`src/rtl/spq_pkg.sv`:
```
// ----------------------------------------------------------------------------
// Sorted priority queue: package
// Request codes, payload structs, controller states and control bundles.
// ----------------------------------------------------------------------------
package spq_pkg;

	localparam logic [1:0] REQ_ENQ = 2'd0;
	localparam logic [1:0] REQ_DEQ = 2'd1;
	localparam logic [1:0] REQ_REM = 2'd2;

	typedef struct packed {
		logic [1:0]         req_type;
		logic signed [31:0] item_data;
		logic signed [31:0] item_priority;
	} spq_in_t;

	typedef struct packed {
		logic       ok;
		logic [3:0] entry_count;
		logic [3:0] removed_count;
	} spq_out_t;

	typedef struct packed {
		logic signed [31:0] data;
		logic signed [31:0] pri;
	} spq_entry_t;

	typedef enum logic [2:0] {
		ST_IDLE,
		ST_START,
		ST_INS_WALK,
		ST_INS_PLACE,
		ST_REM_SCAN,
		ST_FINISH
	} spq_state_t;

	typedef struct packed {
		logic take;
		logic ins_init;
		logic ins_shift;
		logic ins_place;
		logic rem_init;
		logic rem_step;
		logic deq;
		logic fail;
		logic emit;
	} spq_cmd_t;

	typedef struct packed {
		logic [1:0] req_type;
		logic       cnt_zero;
		logic       full;
		logic       greater;
		logic       at_head;
		logic       last;
		logic       out_free;
	} spq_sts_t;

endpackage

```
`src/rtl/sorted_priority_queue.sv`:
```
// ----------------------------------------------------------------------------
// Sorted priority queue: top level
// Bounded queue of (data, priority) entries kept in ascending priority order.
//
//   channel | dir | handshake            | payload
//   req     | in  | req_valid/req_stall  | spq_in_t  (req_type, item_data, item_priority)
//   rsp     | out | rsp_valid/rsp_stall  | spq_out_t (ok, entry_count, removed_count)
//
// Enqueue: walks from the tail, shifting up each entry above the new priority,
// until the walk stops on a lower or equal entry or reaches the head; an empty
// queue skips the walk and places the new entry directly.
// Remove-priority: scans the held entries, one RAM read per held entry.
// Dequeue and failed requests skip the walk. The entry RAM port sets the walk rate.
// Reset empties the queue; the entry RAM needs no clearing.
// A stalled result holds the next request in its final cycle until transferred.
// ----------------------------------------------------------------------------
module sorted_priority_queue #(
	parameter int CAPACITY = 10
) (
	input  logic              clk,
	input  logic              arst_n,
	input  logic              req_valid,
	output logic              req_stall,
	input  spq_pkg::spq_in_t  req,
	output logic              rsp_valid,
	input  logic              rsp_stall,
	output spq_pkg::spq_out_t rsp
);

	import spq_pkg::*;

	spq_cmd_t cmd;
	spq_sts_t sts;
	logic     idle;

	spq_ctrl u_ctrl (
		.clk      (clk),
		.arst_n   (arst_n),
		.req_valid(req_valid),
		.idle     (idle),
		.sts      (sts),
		.cmd      (cmd)
	);

	spq_dp #(
		.CAPACITY(CAPACITY)
	) u_dp (
		.clk      (clk),
		.arst_n   (arst_n),
		.cmd      (cmd),
		.sts      (sts),
		.req      (req),
		.rsp_valid(rsp_valid),
		.rsp_stall(rsp_stall),
		.rsp      (rsp)
	);

	assign req_stall = !idle;

endmodule

```
`src/rtl/spq_ram.sv`:
```
// ----------------------------------------------------------------------------
// Sorted priority queue: generic RAM
// One write port, one read port with registered read data.
// ----------------------------------------------------------------------------
module spq_ram #(
	parameter int WIDTH  = 64,
	parameter int DEPTH  = 10,
	parameter int ADDR_W = (DEPTH > 1) ? $clog2(DEPTH) : 1
) (
	input  logic              clk,
	input  logic              we,
	input  logic [ADDR_W-1:0] waddr,
	input  logic [WIDTH-1:0]  wdata,
	input  logic              re,
	input  logic [ADDR_W-1:0] raddr,
	output logic [WIDTH-1:0]  rdata
);

	logic [WIDTH-1:0] mem [DEPTH];

	always_ff @(posedge clk) begin
		if (we) begin
			mem[waddr] <= wdata;
		end
		if (re) begin
			rdata <= mem[raddr];
		end
	end

endmodule

```
`src/rtl/spq_ctrl.sv`:
```
// ----------------------------------------------------------------------------
// Sorted priority queue: controller
// Sequences insertion walk, removal scan, dequeue and result transfer.
// ----------------------------------------------------------------------------
module spq_ctrl (
	input  logic              clk,
	input  logic              arst_n,
	input  logic              req_valid,
	output logic              idle,
	input  spq_pkg::spq_sts_t sts,
	output spq_pkg::spq_cmd_t cmd
);

	import spq_pkg::*;

	spq_state_t state_q, state_nxt;

	always_ff @(posedge clk or negedge arst_n) begin
		if (!arst_n) begin
			state_q <= ST_IDLE;
		end else begin
			state_q <= state_nxt;
		end
	end

	always_comb begin
		state_nxt = state_q;
		case (state_q)
			ST_IDLE: begin
				if (req_valid) begin
					state_nxt = ST_START;
				end
			end
			ST_START: begin
				case (sts.req_type)
					REQ_ENQ: begin
						if (sts.full) begin
							state_nxt = ST_FINISH;
						end else if (sts.cnt_zero) begin
							state_nxt = ST_INS_PLACE;
						end else begin
							state_nxt = ST_INS_WALK;
						end
					end
					REQ_REM: begin
						state_nxt = sts.cnt_zero ? ST_FINISH : ST_REM_SCAN;
					end
					default: begin
						state_nxt = ST_FINISH;
					end
				endcase
			end
			ST_INS_WALK: begin
				if (!sts.greater || sts.at_head) begin
					state_nxt = ST_INS_PLACE;
				end
			end
			ST_INS_PLACE: begin
				state_nxt = ST_FINISH;
			end
			ST_REM_SCAN: begin
				if (sts.last) begin
					state_nxt = ST_FINISH;
				end
			end
			ST_FINISH: begin
				if (sts.out_free) begin
					state_nxt = ST_IDLE;
				end
			end
			default: begin
				state_nxt = ST_IDLE;
			end
		endcase
	end

	always_comb begin
		cmd  = '0;
		idle = 1'b0;
		case (state_q)
			ST_IDLE: begin
				idle     = 1'b1;
				cmd.take = req_valid;
			end
			ST_START: begin
				case (sts.req_type)
					REQ_ENQ: begin
						cmd.fail     = sts.full;
						cmd.ins_init = !sts.full;
					end
					REQ_DEQ: begin
						cmd.fail = sts.cnt_zero;
						cmd.deq  = !sts.cnt_zero;
					end
					REQ_REM: begin
						cmd.rem_init = 1'b1;
					end
					default: begin
						cmd.fail = 1'b1;
					end
				endcase
			end
			ST_INS_WALK: begin
				cmd.ins_shift = sts.greater;
			end
			ST_INS_PLACE: begin
				cmd.ins_place = 1'b1;
			end
			ST_REM_SCAN: begin
				cmd.rem_step = 1'b1;
			end
			ST_FINISH: begin
				cmd.emit = sts.out_free;
			end
			default: begin
				cmd = '0;
			end
		endcase
	end

endmodule

```
`src/rtl/spq_dp.sv`:
```
// ----------------------------------------------------------------------------
// Sorted priority queue: datapath
// Entry RAM, count, walk indexes and the result register.
// ----------------------------------------------------------------------------
module spq_dp #(
	parameter int CAPACITY = 10
) (
	input  logic              clk,
	input  logic              arst_n,
	input  spq_pkg::spq_cmd_t cmd,
	output spq_pkg::spq_sts_t sts,
	input  spq_pkg::spq_in_t  req,
	output logic              rsp_valid,
	input  logic              rsp_stall,
	output spq_pkg::spq_out_t rsp
);

	import spq_pkg::*;

	localparam int CW = $clog2(CAPACITY + 1);
	localparam int AW = (CAPACITY > 1) ? $clog2(CAPACITY) : 1;

	spq_in_t    req_q;
	spq_out_t   rsp_q;
	logic       rsp_valid_q;
	logic       ok_q;
	logic [CW-1:0] count_q, idx_q, w_q, removed_q;
	logic [CW-1:0] cnt_m1, idx_m1, idx_m2, idx_p1, w_p1;

	logic       we, re;
	logic [AW-1:0] waddr, raddr;
	spq_entry_t wdata, rdata;
	logic       match, greater, last;

	spq_ram #(
		.WIDTH ($bits(spq_entry_t)),
		.DEPTH (CAPACITY),
		.ADDR_W(AW)
	) u_ram (
		.clk  (clk),
		.we   (we),
		.waddr(waddr),
		.wdata(wdata),
		.re   (re),
		.raddr(raddr),
		.rdata(rdata)
	);

	assign cnt_m1  = count_q - CW'(1);
	assign idx_m1  = idx_q - CW'(1);
	assign idx_m2  = idx_q - CW'(2);
	assign idx_p1  = idx_q + CW'(1);
	assign w_p1    = w_q + CW'(1);
	assign match   = $signed(rdata.pri) == $signed(req_q.item_priority);
	assign greater = $signed(rdata.pri) > $signed(req_q.item_priority);
	assign last    = idx_q == cnt_m1;

	always_comb begin
		we    = 1'b0;
		re    = 1'b0;
		waddr = idx_q[AW-1:0];
		raddr = cnt_m1[AW-1:0];
		wdata = rdata;
		if (cmd.ins_init) begin
			re    = count_q != '0;
			raddr = cnt_m1[AW-1:0];
		end
		if (cmd.ins_shift) begin
			we    = 1'b1;
			waddr = idx_q[AW-1:0];
			re    = idx_q > CW'(1);
			raddr = idx_m2[AW-1:0];
		end
		if (cmd.ins_place) begin
			we         = 1'b1;
			waddr      = idx_q[AW-1:0];
			wdata.data = req_q.item_data;
			wdata.pri  = req_q.item_priority;
		end
		if (cmd.rem_init) begin
			re    = count_q != '0;
			raddr = '0;
		end
		if (cmd.rem_step) begin
			we    = !match;
			waddr = w_q[AW-1:0];
			re    = idx_p1 < count_q;
			raddr = idx_p1[AW-1:0];
		end
	end

	always_comb begin
		sts.req_type = req_q.req_type;
		sts.cnt_zero = count_q == '0;
		sts.full     = count_q == CW'(CAPACITY);
		sts.greater  = greater;
		sts.at_head  = idx_q == CW'(1);
		sts.last     = last;
		sts.out_free = !rsp_valid_q || !rsp_stall;
	end

	always_ff @(posedge clk or negedge arst_n) begin
		if (!arst_n) begin
			count_q     <= '0;
			rsp_valid_q <= 1'b0;
		end else begin
			if (cmd.ins_place) begin
				count_q <= count_q + CW'(1);
			end else if (cmd.deq) begin
				count_q <= cnt_m1;
			end else if (cmd.rem_step && last) begin
				count_q <= match ? w_q : w_p1;
			end
			if (cmd.emit) begin
				rsp_valid_q <= 1'b1;
			end else if (!rsp_stall) begin
				rsp_valid_q <= 1'b0;
			end
		end
	end

	always_ff @(posedge clk) begin
		if (cmd.take) begin
			req_q <= req;
		end
		if (cmd.ins_init) begin
			idx_q     <= count_q;
			ok_q      <= 1'b1;
			removed_q <= '0;
		end
		if (cmd.ins_shift) begin
			idx_q <= idx_m1;
		end
		if (cmd.rem_init) begin
			idx_q     <= '0;
			w_q       <= '0;
			ok_q      <= 1'b1;
			removed_q <= '0;
		end
		if (cmd.rem_step) begin
			idx_q <= idx_p1;
			if (match) begin
				removed_q <= removed_q + CW'(1);
			end else begin
				w_q <= w_p1;
			end
		end
		if (cmd.deq) begin
			ok_q      <= 1'b1;
			removed_q <= CW'(1);
		end
		if (cmd.fail) begin
			ok_q      <= 1'b0;
			removed_q <= '0;
		end
		if (cmd.emit) begin
			rsp_q.ok            <= ok_q;
			rsp_q.entry_count   <= 4'(count_q);
			rsp_q.removed_count <= 4'(removed_q);
		end
	end

	assign rsp_valid = rsp_valid_q;
	assign rsp       = rsp_q;

endmodule

```
`config.mk`:
```
export PLATFORM = sky130hd
export DESIGN_NAME = sorted_priority_queue
export DESIGN_NICKNAME = d
export VERILOG_FILES = /design/src/rtl/spq_pkg.sv /design/src/rtl/sorted_priority_queue.sv /design/src/rtl/spq_ram.sv /design/src/rtl/spq_ctrl.sv /design/src/rtl/spq_dp.sv
export SDC_FILE = /design/constraint.sdc
export NUM_CORES = 1
export LEC_CHECK = 0
export BUFFER_PORTS_ARGS = -buffer_cell sky130_fd_sc_hd__buf_2
export CAP_MARGIN = 25
export CORE_MARGIN = 2
export CORE_UTILIZATION = 35
export CTS_BUF_LIST = sky130_fd_sc_hd__clkbuf_16
export DETAILED_ROUTE_END_ITERATION = 12
export PLACE_DENSITY = 0.52
export REMOVE_ABC_BUFFERS = 1
export SLEW_MARGIN = 25
export SYNTH_ARGS = -nofsm -noshare
export SYNTH_HDL_FRONTEND = slang
export SYNTH_SLANG_ARGS = --single-unit
export TNS_END_PERCENT = 30
```
`constraint.sdc`:
```
create_clock -name clk -period 5.1 [get_ports clk]
set_input_delay 0.255 -clock clk [delete_from_list [all_inputs] [get_ports clk]]
set_output_delay 0.255 -clock clk [all_outputs]
set_load 0.03 [all_outputs]
```
* Word-level counts from Yosys, hierarchy flattened
Memories as Yosys holds them, arrays and structs flattened. A register that Yosys moved wholly into a read port is not among the register bits.
Cells that the tools add are included.
W data, S select, Z words.
** Storage, ports and cells
- Register bits after elaboration :: 96
- Bits in writable memories :: 640
- Input bits :: 70
- Output and inout port bits :: 11
- Word-level logic and storage cells :: 117
- Memories :: 1
** Operators by class
- Add/subtract/negate cells :: 7
- Order comparisons :: 3
- Equality and inequality tests :: 16
- Mux-type cells :: 57
- Reductions and logical operators :: 19
** Memory list
- u_dp.u_ram.mem :: words 10, width 64, read ports 1, clocked after memory_dff 1, write ports 1, RTL line spq_ram.sv:19 : logic [WIDTH-1:0] mem [DEPTH];
** Operators with widths (count)
- $mux W4 :: 19
- $mux W64 :: 1
- $eq A32 B32 Y1 :: 1
- $gt A32 B32 Y1 :: 1
- $mux W1 :: 28
- $pmux W3 S6 :: 1
- $add A4 B1 Y4 const B :: 4
- $mux W3 :: 5
- $ne A2 B1 Y1 const B :: 4
- $reduce_bool A4 Y1 :: 2
- $sub A4 B1 Y4 const B :: 2
- $logic_not A1 Y1 :: 7
- $eq A3 B2 Y1 const B :: 2
- $eq A3 B3 Y1 const B :: 2
- $pmux W3 S2 :: 1
- $reduce_bool A3 Y1 :: 2
- $eq A4 B1 Y1 const B :: 1
- $eq A4 B4 Y1 :: 1
- $eq A4 B4 Y1 const B :: 1
- $gt A4 B1 Y1 const B :: 1
- $logic_not A4 Y1 :: 1
- $lt A4 B4 Y1 :: 1
- $reduce_and A4 Y1 :: 1
- $sub A4 B2 Y4 const B :: 1
- other kinds (11) :: 12

* Logic depth before layout (Yosys ltp)
Gate-level depths: netlist of run 1.
- Depth in word-level cells :: 9
- Depth in mapped cells :: 16
- Mapped depth without buffers :: 12

* Hierarchy
A second synthesis of run 1 with hierarchy kept.
** Second synthesis, totals
- Cell total of the unflattened synthesis :: 1864
- Area total of the unflattened synthesis :: 32906.6 um^2
** By module, submodules not included
- spq_ram :: times used 1, cells each 1376, area each 27204.8 um^2, seq. area each 21140.3 um^2
- spq_dp :: times used 1, cells each 448, area each 5400.2 um^2, seq. area each 2677.6 um^2
- spq_ctrl :: times used 1, cells each 39, area each 297.8 um^2, seq. area each 75.1 um^2
- sorted_priority_queue :: times used 1, cells each 1, area each 3.8 um^2, seq. area each 0.0 um^2

* Worst setup path after synthesis of run 1
No wires, ideal clock.
- Kind :: reg-to-reg
- From :: register u_dp.u_ram.rdata[31], read port of u_dp.u_ram.mem
- To :: memory u_dp.u_ram.mem[4][0] (enable)
- Arrival time :: 3.557 ns
- Setup slack :: 1.122 ns
- Stages on the path, launching flop included :: 12
- Path buffers :: 1
- Clock period less this slack :: 3.978 ns
- Path through :: edfxtp_1 -> ha_1 -> nand4_2 -> nor2_1 -> a22oi_1 -> o211ai_1 -> or3_1 -> clkbuf_1 -> and3_1 -> nor3_1 -> o21ai_0 -> nor2_1
** On the way
- Word-level cells in the longest chain between the ends :: 7
- Elaborated cells on any way between the ends :: 9
- Classes of those cells :: order compare (1); eq/ne (1); mux (6); reduce/logical (1)
** Ends and longest elaborated chain
- start: declaration :: RTL line spq_ram.sv:16 : output logic [WIDTH-1:0] rdata
- $gt A32 B32 Y1 :: RTL line spq_dp.sv:55 : assign greater = $signed(rdata.pri) > $signed(req_q.item_priority);
- $mux W1 :: RTL line spq_ctrl.sv:80 : case (state_q)
- $mux W1 :: RTL line spq_dp.sv:68 : if (cmd.ins_shift) begin
- $mux W1 :: RTL line spq_dp.sv:74 : if (cmd.ins_place) begin
- $mux W1 (*) :: RTL line spq_dp.sv:84 : if (cmd.rem_step) begin
- $mux W1 (*) :: RTL line spq_ram.sv:22 : if (we) begin
- $mux W1 (implied by the code) (*) :: RTL line spq_ram.sv:23 : mem[waddr] <= wdata;
- end: declaration :: RTL line spq_ram.sv:19
Every way passes the cells marked *; elsewhere a longest branch is shown, timed or not.

* Worst setup path in the final report of run 1
- From :: register u_dp.req_q[23] (netlist bit)
- To :: register u_dp.u_ram.rdata[10], read port of u_dp.u_ram.mem, data pin
** On the way
- Word-level cells in the longest chain between the ends :: 5
- Elaborated cells on any way between the ends :: 8
- Classes of those cells :: order compare (1); mux (7)
** Ends and longest elaborated chain
- start: declaration :: RTL line spq_dp.sv:23 : spq_in_t req_q;
- start signal: assignment :: RTL line spq_dp.sv:124 : req_q <= req;
- $gt A32 B32 Y1 (*) :: RTL line spq_dp.sv:55
- $mux W1 (*) :: RTL line spq_ctrl.sv:80
- $mux W4 / $mux W1 (equally long branches) :: RTL line spq_dp.sv:68
- $mux W4 / $mux W1 (equally long branches) :: RTL line spq_dp.sv:80 : if (cmd.rem_init) begin
- $mux W4 / $mux W1 (equally long branches) :: RTL line spq_dp.sv:84
Marked as above.
A chain may end at the register's enable or synchronous reset.

==> results of run 1 <==
[power by group through the flow]
stage / Sequential [mW] / Combinational (mW) / Clock (mW)
floorplan: 5.40 / 4.80 / 0
global placement: 5.43 / 7.25 / 0
detailed placement: 5.43 / 7.34 / 0
CTS: 5.37 / 7.38 / 3.52
global route: 5.42 / 8.06 / 3.66
finish: 5.37 / 7.30 / 3.43
[registers in the layout (all words and copies together) (netlist names), 2 cells and up]
register,flops
u_dp.req_q,32
u_dp.count_q,4
u_dp.u_ram.mem,320
u_dp.u_ram.rdata,32
u_dp.w_q,4
u_ctrl.state_q,3
u_dp.removed_q,4
u_dp.rsp,9
u_dp.sts,2
u_dp.idx_q,4
[final cells by class]
type | count | area, um^2
Fill cell | 4745 | 29900
Timing Repair Buffer | 120 | 1018
Sequential cell | 416 | 12360
Tap cell | 680 | 850.8
Inverter | 49 | 183.9
Clock inverter | 37 | 386.6
Clock buffer | 48 | 1201
Multi-Input combinational cell | 802 | 5187
[Yosys cell counts, types with 33 or more instances]
master,number,area share [%]
a221oi_1,54,2.6
inv_1,48,1.0
o21bai_1,33,1.4
a21oi_1,98,2.7
a22oi_1,33,1.4
ha_1,47,3.3
o21ai_0,54,1.5
edfxtp_1,399,67
nand2_1,228,4.8
clkbuf_1,38,0.79
and2_1,64,2.2
buf_2,41,1.1
nor2_1,35,0.73
[cells by family after synthesis]
group / share of synthesized area [%]
flops: 68.73
mux: 0.2296
fa+ha+maj: 3.269
buf+inv: 3.165
simple gates: 9.919
compound gates: 14.06
xor+xnor: 0.6330
[path summary, 6_finish.rpt]
check                                                 endpoint  slack [ns]  depth (start not counted)                startpoint
worst max-delay path            u_dp.u_ram.rdata[10]$_DFFE_PP_        0.86                         12  u_dp.req_q[23]$_DFFE_PP_
worst min-delay path               u_dp.count_q[2]$_DFFE_PN0P_        0.08                          2                    arst_n
worst max register to register  u_dp.u_ram.rdata[10]$_DFFE_PP_        0.86                         12  u_dp.req_q[23]$_DFFE_PP_
worst min register to register           u_dp.rsp[8]$_DFFE_PP_        0.44                          0    u_dp.ok_q$_SDFFE_PP0P_
max in group asynchronous        u_ctrl.state_q[2]$_DFFE_PN0P_        4.85                          2                    arst_n
min in group clk                 u_ctrl.state_q[0]$_DFFE_PN0P_        0.22                          4                 req_valid
[metal layers]
layer / GRT usage (%) / share of wire, % / vias up
li1: - / - / 5316
met1: 23.26 / 46 / 5635
met2: 29.08 / 48 / 262
met3: 2.359 / 4.3 / 53
met4: 4.577 / 1.9 / 0
met5: 0 / 0 / -
[critical path: cells and delay by family (launching register included)]
| family | cells | cell delay, ns |
|---|---|---|
| buf+inv | 2 | 0.40 |
| fa+ha+maj | 1 | 0.32 |
| flops | 1 | 0.43 |
| simple gates | 2 | 0.76 |
| compound gates | 7 | 2.13 |
[metrics by stage]
| step | worst slack, ns | hold WS [ns] | TNS [ns] |
|---|---|---|---|
| after floorplan | -5.581 | -0.04059 | -178.35 |
| after global placement | 1.001 | 0.1168 | 0 |
| after detailed placement | 1.004 | 0.1168 | 0 |
| after CTS | 0.9424 | 0.06801 | 0 |
| after global routing | 0.6971 | 0.09313 | 0 |
| final | 0.8633 | 0.07938 | 0 |
==> out/qor.log, run 1 <==
qor: global_route.number_of_global_route_vias_before_repair 11190
qor: floorplanning.dieArea 53220 um^2
qor: cells_and_area.antenna-diode-count 0
qor: floorplanning.chipHeight 230.7 um
qor: placement.placedInstanceArea 19240 um^2
qor: logic_synthesis.ys_ff_latch 416
qor: route.wl_per_cell 21.10 um
qor: route.antenna_violating_nets_left 0
qor: logic_synthesis.netlist_area 17990 um^2
qor: cells_and_area.layout.nets 1553
qor: placement.placed_cells_incl_taps 2030
qor: timing.slew_violations 0
qor: floorplanning.core.rowCount 83
qor: logic_synthesis.postSynthCellCount 1351
qor: setup_path.critPathCaptureType register
qor: timing.period_utilization_post_route 83.07%
qor: cts.hold_buffers 36
qor: global_route.grt_first_pass_wirelength 68840 um
qor: power.seq_power_share 33.3%
qor: global_route.grt_antenna_before_repair 0
qor: floorplanning.design.core.area 51090 um^2
qor: route.vias 11270
qor: cts.cts_buffer_depth 3
qor: route.drt_pass1_iterations 6
qor: power.standby_leakage_power 7.524 nW
qor: floorplanning.die_width 230.7 um
qor: global_route.grt_usage 17.19%
qor: placement.io_buffer_count 48
qor: setup_path.worst_setup_path_start_kind register
qor: power.power.share.switching 39.76%
qor: route.post_drt_via_cell_ratio 5.235
qor: logic_synthesis.synth-main-ff-cell edfxtp_1
qor: cts.cts.clk_slew.worst_paths 0.06 ns
qor: global_route.grt.overflow.total 0
qor: power.power_density 759.6 nW/um^2
qor: cts.cts.repair_timing.setup_buffer_count 0
qor: power.switching_power_total 6.400 mW
qor: cells_and_area.finalInstanceArea 21190 um^2
qor: power.peakVddDrop 0.7815 mV
qor: cells_and_area.layout.core_utilization 41.47%
qor: cells_and_area.layout.cells.most_common edfxtp_1
qor: power.power 16.10 mW
qor: cells_and_area.post_layout_nonfiller_instances 2152
qor: setup_path.slowest_stage a311oi_1
qor: route.route.detailed.drc 0
qor: timing.report.final.setup_viol 0
qor: cells_and_area.post_route_cells_drive_above_1_share 14.61%
qor: timing.setup_repair_after_global_routing_missed_its_margin no
qor: logic_synthesis.avgSynthCellArea 13.31 um^2
qor: cts.cts_made_buffers 47
qor: setup_path.criticalPathCategory register to register
qor: power.power_report.internal_total 9.697 mW
qor: floorplanning.initial_utilization 35.20%
qor: timing.clock-skew-final 0.04651 ns
qor: route.wirelength 45400 um
qor: logic_synthesis.async_flop_share 1.923%
qor: placement.dpl_hpwl 24390 um
qor: cts.clk_latency 0.59 ns
qor: setup_path.worstPathCellList inv_1, ha_1, nand4_1, nor4_1, o31a_1, o2111ai_2, a311oi_1, a311o_2, buf_12, a21oi_1, a22oi_1, o221a_1
qor: cts.post_cts.resized_instances 0
qor: timing.timing.final.crit_period 4.237 ns
qor: logic_synthesis.synth.distinct_cells 63
qor: power.power_frac_clock 21.3%
qor: timing.fmax 0.2360 GHz
qor: hold_path.min-delay-path-class input pin to asynchronous set/reset pin
qor: cts.sink_count_of_the_clock_tree 416
qor: setup_path.crit_arrival 4.69 ns
qor: setup_path.critical_path.max_stage_delay 0.58 ns
qor: cts.clockRootBuffer clkbuf_16
qor: setup_path.cp_max_fo 46
qor: timing.report.final.hold_viol_count 0
qor: setup_path.timing.critical_path.required 5.55 ns
qor: logic_synthesis.yosysSeqAreaShare 68.73%
qor: timing.timing_worst_slew_pin_value 1.091 ns
qor: floorplanning.ioPinCount 81
qor: cts.ctsHtreeMaxLevel 2
qor: cells_and_area.commonest_cells_after_routing_fill_and_taps_aside 399 x edfxtp_1, 227 x nand2_1, 98 x a21oi_1
qor: status.outcome complete, no violations
qor: power.comb_power_share 45.4%
qor: global_route.grt_start_max_net_pins 97
qor: route.drt_iter0_markers 782
qor: timing.timing.slew.headroom 26.49%
qor: flow_run.cap_violations 0
qor: placement.final_replace_weighted_congestion 0.8167
qor: logic_synthesis.yosys_warnings 0
qor: logic_synthesis.synth_enable_flop_cells 399
qor: cells_and_area.syn_to_final_growth 17.81%
qor: cts.cts_tree done
(Power assumes the default switching activity.)
==> inputs of run 2 (changes only) <==
- ABC_AREA: default -> 1
- clock period: 5.1 -> 4 ns (I/O delays scaled with it)
==> out/qor.log, run 2 <==
qor: timing.timing.slew.headroom 27.67% [+1.2 points]
qor: cts.cts_buffer_depth 3 [unchanged]
qor: timing.report.final.setup_viol 0 [unchanged]
qor: cts.ctsHtreeMaxLevel 2 [unchanged]
qor: logic_synthesis.yosysSeqAreaShare 64.98% [-3.7 points]
qor: cells_and_area.layout.nets 1974 [+27%]
qor: logic_synthesis.netlist_area 19020 um^2 [+5.8%]
qor: setup_path.worst_setup_path_start_kind register
qor: cts.clockRootBuffer clkbuf_16
qor: timing.report.final.hold_viol_count 0 [unchanged]
qor: floorplanning.core.rowCount 85 [+2.4%]
qor: placement.dpl_hpwl 27330 um [+12%]
qor: cells_and_area.leading_registers_by_flop_count u_dp.u_ram.mem x320, u_dp.req_q x32, u_dp.u_ram.rdata x32
qor: hold_path.min-delay-path-class input pin to asynchronous set/reset pin
qor: global_route.grt_start_max_net_pins 129 [+33%]
qor: cts.clk_latency 0.58 ns [about the same]
qor: floorplanning.ioPinCount 81 [unchanged]
qor: floorplanning.chipHeight 237.1 um [+2.8%]
qor: floorplanning.dieArea 56240 um^2 [+5.7%]
qor: cts.cts.repair_timing.setup_buffer_count 0 [unchanged]
qor: timing.timing.final.crit_period 3.621 ns [-0.6161 ns]
qor: setup_path.criticalPathCategory register to register
qor: setup_path.worstPathCellList inv_1, ha_1, nand2_1, nor2_2, nand2_1, inv_2, nand2_2, nor3_4, nor2_2, nand3_4, nand2_1, nand3_4, buf_12, nand3_1, nand3_1, nand3_1, nand3_1, nand2_1
qor: route.post_drt_via_cell_ratio 4.879 [-6.8%]
qor: timing.timing_worst_slew_pin_value 1.074 ns [-0.01752 ns]
qor: global_route.grt_first_pass_wirelength 72960 um [+6.0%]
qor: power.power_density 884.2 nW/um^2 [+16%]
qor: timing.period_utilization_post_route 90.52% [+7.4 points]
qor: power.power_frac_clock 20.6% [-0.7 points]
qor: status.outcome complete, no violations
qor: cells_and_area.syn_to_final_growth 16.21%
qor: cells_and_area.largest_register_by_flop_count u_dp.u_ram.mem
qor: setup_path.slowest_stage buf_12
qor: route.wirelength 47590 um [+4.8%]
qor: setup_path.crit_arrival 3.95 ns [-0.74 ns]
qor: timing.slew_violations 0 [unchanged]
qor: logic_synthesis.async_flop_share 1.923% [unchanged]
qor: logic_synthesis.post_synth_most_frequent_cells 399 x edfxtp_1, 335 x nand3_1, 309 x inv_1
qor: route.wl_per_cell 18.40 um [-13%]
qor: power.comb_power_share 44.5% [-0.9 points]
qor: power.peakVddDrop 0.5669 mV [-27%]
qor: logic_synthesis.synth-main-ff-cell edfxtp_1
qor: floorplanning.initial_utilization 35.35% [+0.15 points]
qor: logic_synthesis.netlist_top_cells_area edfxtp_1 63%, nand3_1 8.8%, inv_1 6.1%, nand2_1 5.6%, ha_1 3.1%
qor: setup_path.cp_max_fo 128 [+180%]
qor: cells_and_area.antenna-diode-count 0 [unchanged]
qor: timing.setup_repair_after_global_routing_missed_its_margin no
qor: cts.cts.clk_slew.worst_paths 0.06 ns [about the same]
qor: logic_synthesis.yosys_warnings 0 [unchanged]
qor: placement.final_replace_weighted_congestion 0.7953 [-2.6%]
qor: cts.cts_tree done
qor: global_route.grt_antenna_before_repair 0 [unchanged]
qor: setup_path.critPathCaptureType register
qor: cells_and_area.largest_reg_flops 320 [unchanged]
qor: power.power.share.switching 41.33% [+1.6 points]
qor: route.route.detailed.drc 0 [unchanged]
qor: logic_synthesis.avgSynthCellArea 10.82 um^2 [-19%]
qor: logic_synthesis.synth_enable_flop_cells 399 [unchanged]
qor: logic_synthesis.share_of_the_synthesized_area_in_the_top_cell_type 62.98% [-3.6 points]
qor: power.standby_leakage_power 9.086 nW [+21%]
qor: global_route.grt.overflow.total 0 [unchanged]
qor: global_route.number_of_global_route_vias_before_repair 12090 [+8.0%]
qor: route.antenna_violating_nets_left 0 [unchanged]
qor: flow_run.cap_violations 0 [unchanged]
qor: cts.cts_made_buffers 45 [-4.3%]
qor: floorplanning.die_width 237.1 um [+2.8%]
qor: logic_synthesis.yosysMostFrequentCell edfxtp_1
qor: logic_synthesis.ys_ff_latch 416 [unchanged]
qor: logic_synthesis.postSynthCellCount 1759 [+30%]
qor: setup_path.timing.critical_path.required 4.33 ns [-1.22 ns]
qor: route.vias 12620 [+12%]
qor: logic_synthesis.synth.distinct_cells 42 [-33%]
qor: timing.fin_tns_setup 0 ns [unchanged]
qor: logic_synthesis.synth_top_cell_by_area edfxtp_1
qor: power.power 19.55 mW [+21%]
qor: power.power_report.internal_total 11.47 mW [+18%]
qor: timing.clock-skew-final 0.01439 ns [-0.03212 ns]
qor: route.drt_pass1_iterations 5 [-1]
qor: cells_and_area.commonest_cells_after_routing_fill_and_taps_aside 399 x edfxtp_1, 335 x nand3_1, 318 x inv_1
qor: cts.sink_count_of_the_clock_tree 416 [unchanged]
qor: timing.fmax 0.2762 GHz [+17%]
qor: power.switching_power_total 8.080 mW [+26%]
qor: cells_and_area.post_route_cells_drive_above_1_share 11.27% [-3.3 points]
qor: placement.io_buffer_count 48 [unchanged]
qor: setup_path.critical_path.max_stage_delay 0.47 ns [-0.11 ns]
qor: route.drt_iter0_markers 950 [+21%]
qor: floorplanning.design.core.area 53810 um^2 [+5.3%]
qor: power.seq_power_share 34.9% [+1.6 points]
qor: global_route.grt_usage 17.09% [-0.11 points]
qor: cells_and_area.layout.cells.most_common edfxtp_1
[run 2: cell type report]
type	instances	area [um^2]
clock inverters	33	257.7
multi-input cells	946	5136
flip-flops and latches	416	12360
repair buffers	134	1126
inverters	314	1180
well taps	696	870.8
clock buffers	47	1176
fillers	5131	31710
[run 2: layer usage]
layer  wire (um)  global-route usage [%]  up-vias
li1            -                       -     6175
met1       22340                   23.99     6087
met2       22110                   27.77      280
met3        1975                   2.206       75
met4        1166                   5.108        0
met5           0                       0        -
[run 2: timing repair]
action / CTS / global route
hold buffers: 36 / 0
endpoints found under the setup margin: 0 / 0
endpoints found under the hold margin: 43 / 0
resized for setup: 0 / 0
[run 2: cell families (layout without fill, tap and decap cells)]
kind of cell | after synthesis | in the layout | synth area share [%]
simple gates | 736 | 736 | 18.10
flops | 416 | 416 | 64.98
buf+inv | 397 | 528 | 8.694
compound gates | 153 | 153 | 4.676
fa+ha+maj | 47 | 47 | 3.091
xor+xnor | 10 | 10 | 0.4604
[run 2: critical path: cells and delay by family, from the launching register on]
kind / cells / cell delay [ns]
fa+ha+maj: 1 / 0.39
buf+inv: 3 / 0.66
flops: 1 / 0.40
simple gates: 14 / 1.81
[run 2: path summary, 6_finish.rpt]
path                                               start                             to  slack, ns  cells past startpoint
min in group clk                               req_valid  u_ctrl.state_q[2]$_DFFE_PN0P_       0.08                      3
worst min register to register    u_dp.ok_q$_SDFFE_PP0P_          u_dp.rsp[8]$_DFFE_PP_       0.44                      0
worst min-delay path                              arst_n    u_dp.count_q[1]$_DFFE_PN0P_       0.02                      2
worst max register to register  u_dp.req_q[31]$_DFFE_PP_  u_dp.u_ram.rdata[2]$_DFFE_PP_       0.38                     18
worst max-delay path            u_dp.req_q[31]$_DFFE_PP_  u_dp.u_ram.rdata[2]$_DFFE_PP_       0.38                     18
max in group asynchronous                         arst_n  u_ctrl.state_q[0]$_DFFE_PN0P_       3.81                      2
[run 2: power by group through the flow]
stage	clock network [mW]	logic, mW	registers, mW
after floorplan	0	5.31	6.89
after global placement	0	8.65	6.89
after detailed placement	0	8.77	6.90
after CTS	4.14	8.83	6.82
after global routing	4.32	9.77	6.90
final	4.03	8.70	6.82
[run 2: per-stage QoR]
step | hold slack, ns | util (%) | setup WS (ns) | area, um^2 | std cells
after floorplan | -0.09559 | - | -1.967 | 18550 | 1676
after global placement | 0.05612 | 37.75 | 0.4416 | 20310 | 2470
after detailed placement | 0.05397 | 37.75 | 0.3555 | 20310 | 2470
after CTS | 0.0002875 | 41.08 | 0.3536 | 22110 | 2586
after global routing | 0.02773 | 41.08 | 0.1008 | 22110 | 2586
final | 0.02191 | 41.08 | 0.3793 | 22110 | 2586
==> inputs of run 3 (changes only) <==
--- a/config.mk
+++ b/config.mk
@@ -8,3 +8,2 @@
 export ABC_AREA = 1
-export BUFFER_PORTS_ARGS = -buffer_cell sky130_fd_sc_hd__buf_2
 export CAP_MARGIN = 25
@@ -14,3 +13,4 @@
 export DETAILED_ROUTE_END_ITERATION = 12
-export PLACE_DENSITY = 0.52
+export DONT_BUFFER_PORTS = 1
+export PLACE_DENSITY = 0.51
 export REMOVE_ABC_BUFFERS = 1
==> constraint.sdc (replaced) <==
create_clock -name clk -period 4 [get_ports clk]
set_input_delay 0.8 -clock clk [delete_from_list [all_inputs] [get_ports clk]]
set_output_delay 0.8 -clock clk [all_outputs]
set_load 0.03 [all_outputs]
==> out/qor.log, run 3 (synthesized netlist as in run 2, its figures left out) <==
qor: floorplanning.chipHeight 237.1 um [unchanged]
qor: floorplanning.dieArea 56240 um^2 [unchanged]
qor: power.switching_power_total 8.224 mW [+1.8%]
qor: global_route.grt_start_max_net_pins 78 [-40%]
qor: cells_and_area.largest_register_by_flop_count u_dp.u_ram.mem
qor: cells_and_area.leading_registers_by_flop_count u_dp.u_ram.mem x320, u_dp.req_q x32, u_dp.u_ram.rdata x32
qor: setup_path.slowest_stage buf_4
qor: placement.dpl_hpwl 28160 um [+3.1%]
qor: placement.placed_cells_incl_taps 2421 [-2.0%]
qor: global_route.grt.overflow.total 0 [unchanged]
qor: timing.report.final.setup_viol 0 [unchanged]
qor: flow_run.cap_violations 0 [unchanged]
qor: cells_and_area.syn_to_final_growth 13.28%
qor: cts.post_cts.resized_instances 0 [unchanged]
qor: setup_path.worstPathCellList ha_1, nand2_1, o21ai_0, a21oi_1, nand2_1, nand2_1, nand3_1, nand3_4, nand2_1, nand3_2, nand2_2, buf_4, nand3_1, nand3_1, nand3_1, nand2_1
qor: cts.cts.clk_slew.worst_paths 0.06 ns [about the same]
qor: route.route.detailed.drc 0 [unchanged]
qor: timing.timing.slew.headroom 31.78% [+4.1 points]
qor: cts.cts_buffer_depth 3 [unchanged]
qor: cts.sink_count_of_the_clock_tree 416 [unchanged]
qor: timing.period_utilization_post_route 92.54% [+2.0 points]
qor: global_route.grt_first_pass_wirelength 75170 um [+3.0%]
qor: cells_and_area.layout.cells.most_common edfxtp_1
qor: cts.clockRootBuffer clkbuf_16
qor: timing.fmax 0.2701 GHz [-2.2%]
qor: floorplanning.design.core.area 53810 um^2 [unchanged]
qor: floorplanning.core.rowCount 85 [unchanged]
qor: power.peakVddDrop 0.6004 mV [+5.9%]
qor: cts.cts_tree done
qor: timing.slew_violations 0 [unchanged]
qor: setup_path.critPathCaptureType register
qor: route.wirelength 49070 um [+3.1%]
qor: timing.timing_worst_slew_pin_value 1.023 ns [-0.05026 ns]
qor: placement.placedInstanceArea 20080 um^2 [-1.2%]
qor: cts.ctsHtreeMaxLevel 2 [unchanged]
qor: floorplanning.ioPinCount 81 [unchanged]
qor: power.power_frac_clock 20.9% [+0.3 points]
qor: timing.timing.final.crit_period 3.702 ns [+0.08101 ns]
qor: placement.io_buffer_count 0 [-100%]
qor: setup_path.cp_max_fo 64 [-50%]
qor: cells_and_area.antenna-diode-count 0 [unchanged]
qor: global_route.number_of_global_route_vias_before_repair 12260 [+1.4%]
qor: setup_path.criticalPathCategory register to register
qor: cells_and_area.layout.nets 1893 [-4.1%]
qor: power.power.share.switching 41.79% [+0.46 points]
qor: setup_path.critPathMostFrequentCell nand2_1
qor: cells_and_area.post_layout_nonfiller_instances 2508 [-3.0%]
qor: cells_and_area.commonest_cells_after_routing_fill_and_taps_aside 399 x edfxtp_1, 335 x nand3_1, 321 x inv_1
qor: floorplanning.die_width 237.1 um [unchanged]
qor: cells_and_area.largest_reg_flops 320 [unchanged]
qor: setup_path.critical_path.max_stage_delay 0.78 ns [+0.31 ns]
qor: route.drt_pass1_iterations 5 [unchanged]
qor: cells_and_area.finalInstanceArea 21550 um^2 [-2.5%]
qor: setup_path.worst_setup_path_start_kind register
qor: setup_path.timing.critical_path.required 4.44 ns [+0.11 ns]
qor: placement.final_replace_weighted_congestion 0.8086 [+1.7%]
qor: timing.fin_tns_setup 0 ns [unchanged]
qor: power.comb_power_share 44.2% [-0.3 points]
qor: power.standby_leakage_power 8.793 nW [-3.2%]
qor: route.wl_per_cell 19.56 um [+6.3%]
qor: power.power_report.internal_total 11.46 mW [-0.12%]
qor: power.power_density 913.2 nW/um^2 [+3.3%]
qor: power.seq_power_share 34.9% [about the same]
qor: floorplanning.initial_utilization 35.35% [unchanged]
qor: global_route.grt_antenna_before_repair 0 [unchanged]
qor: cts.clk_latency 0.59 ns [about the same]
qor: setup_path.crit_arrival 4.14 ns [+0.19 ns]
qor: route.antenna_violating_nets_left 0 [unchanged]
qor: timing.report.final.hold_viol_count 0 [unchanged]
qor: timing.setup_repair_after_global_routing_missed_its_margin no
qor: status.outcome complete, no violations
qor: cells_and_area.layout.core_utilization 40.05% [-1.0 points]
qor: route.vias 12470 [-1.1%]
qor: timing.clock-skew-final 0.02016 ns [+0.005772 ns]
qor: global_route.grt_usage 17.67% [+0.58 points]
qor: cells_and_area.post_route_cells_drive_above_1_share 9.161% [-2.1 points]
qor: route.post_drt_via_cell_ratio 4.974 [+1.9%]
qor: hold_path.min-delay-path-class input pin to register
qor: cts.cts_made_buffers 46 [+2.2%]
qor: route.drt_iter0_markers 954 [+0.42%]
==> run 3: worst paths after layout <==
path / from / to / slack [ns] / depth (start not counted)
max: u_dp.u_ram.rdata[15]$_DFFE_PP_ / u_dp.u_ram.rdata[25]$_DFFE_PP_ / 0.30 / 16
min: req[2] / u_dp.req_q[2]$_DFFE_PP_ / 0.31 / 0
max reg2reg: u_dp.u_ram.rdata[15]$_DFFE_PP_ / u_dp.u_ram.rdata[25]$_DFFE_PP_ / 0.30 / 16
min reg2reg: u_dp.ok_q$_SDFFE_PP0P_ / u_dp.rsp[8]$_DFFE_PP_ / 0.45 / 0
max in group asynchronous: arst_n / u_dp.count_q[2]$_DFFE_PN0P_ / 3.09 / 1
min in group asynchronous: arst_n / u_ctrl.state_q[2]$_DFFE_PN0P_ / 0.60 / 1
==> run 3: critical path, delay by kind of cell (launching register included) <==
| kind | cells | cell delay [ns] |
|---|---|---|
| adder cells (fa/ha/maj) | 1 | 0.32 |
| AO/OA/AOI/OAI | 2 | 0.57 |
| flip-flops | 1 | 0.39 |
| buffers and inverters | 1 | 0.78 |
| AND/OR/NAND/NOR | 12 | 1.47 |
==> run 3: timing repair <==
| item | 4_1_cts | 5_1_grt |
|---|---|---|
| hold buffers | 1 | 0 |
| buffers inserted | 0 | 0 |
| hold endpoints to repair | 8 | 0 |
==> run 3: per-stage QoR <==
stage / hold slack, ns / worst slack (ns) / power [mW]
2_1_floorplan: 0.4090 / -1.967 / 12.19
5_1_grt: 0.2781 / 0.06298 / 21.05
4_1_cts: 0.2725 / 0.3758 / 19.82
6_report: 0.3051 / 0.2983 / 19.68
3_3_place_gp: 0.4201 / 0.3926 / 15.45
3_5_place_dp: 0.4342 / 0.3984 / 15.62
==> run 3: layer usage <==
metal,routed length [um],track usage (%),up-vias,share of wire (%)
met2,22680,28.37,297,46
met3,2343,2.590,79,4.8
met4,1334,5.965,0,2.7
met5,0,0,-,0
met1,22710,24.63,6090,46
li1,-,-,6008,-
==> run 3: power groups by stage <==
stage / clock [mW] / sequential (mW) / combinational, mW
5_1_grt: 4.41 / 6.94 / 9.70
6_report: 4.12 / 6.87 / 8.70
2_1_floorplan: 0 / 6.89 / 5.31
4_1_cts: 4.24 / 6.88 / 8.70
3_3_place_gp: 0 / 6.95 / 8.50
3_5_place_dp: 0 / 6.96 / 8.66
==> run 3: final cells by class <==
cell class                      count  area (um^2)
Clock buffer                       47         1176
Clock inverter                     37        277.8
Fill cell                        5151        32260
Inverter                          314         1180
Multi-Input combinational cell    946         5139
Sequential cell                   416        12360
Tap cell                          696        870.8
Timing Repair Buffer               52        545.5
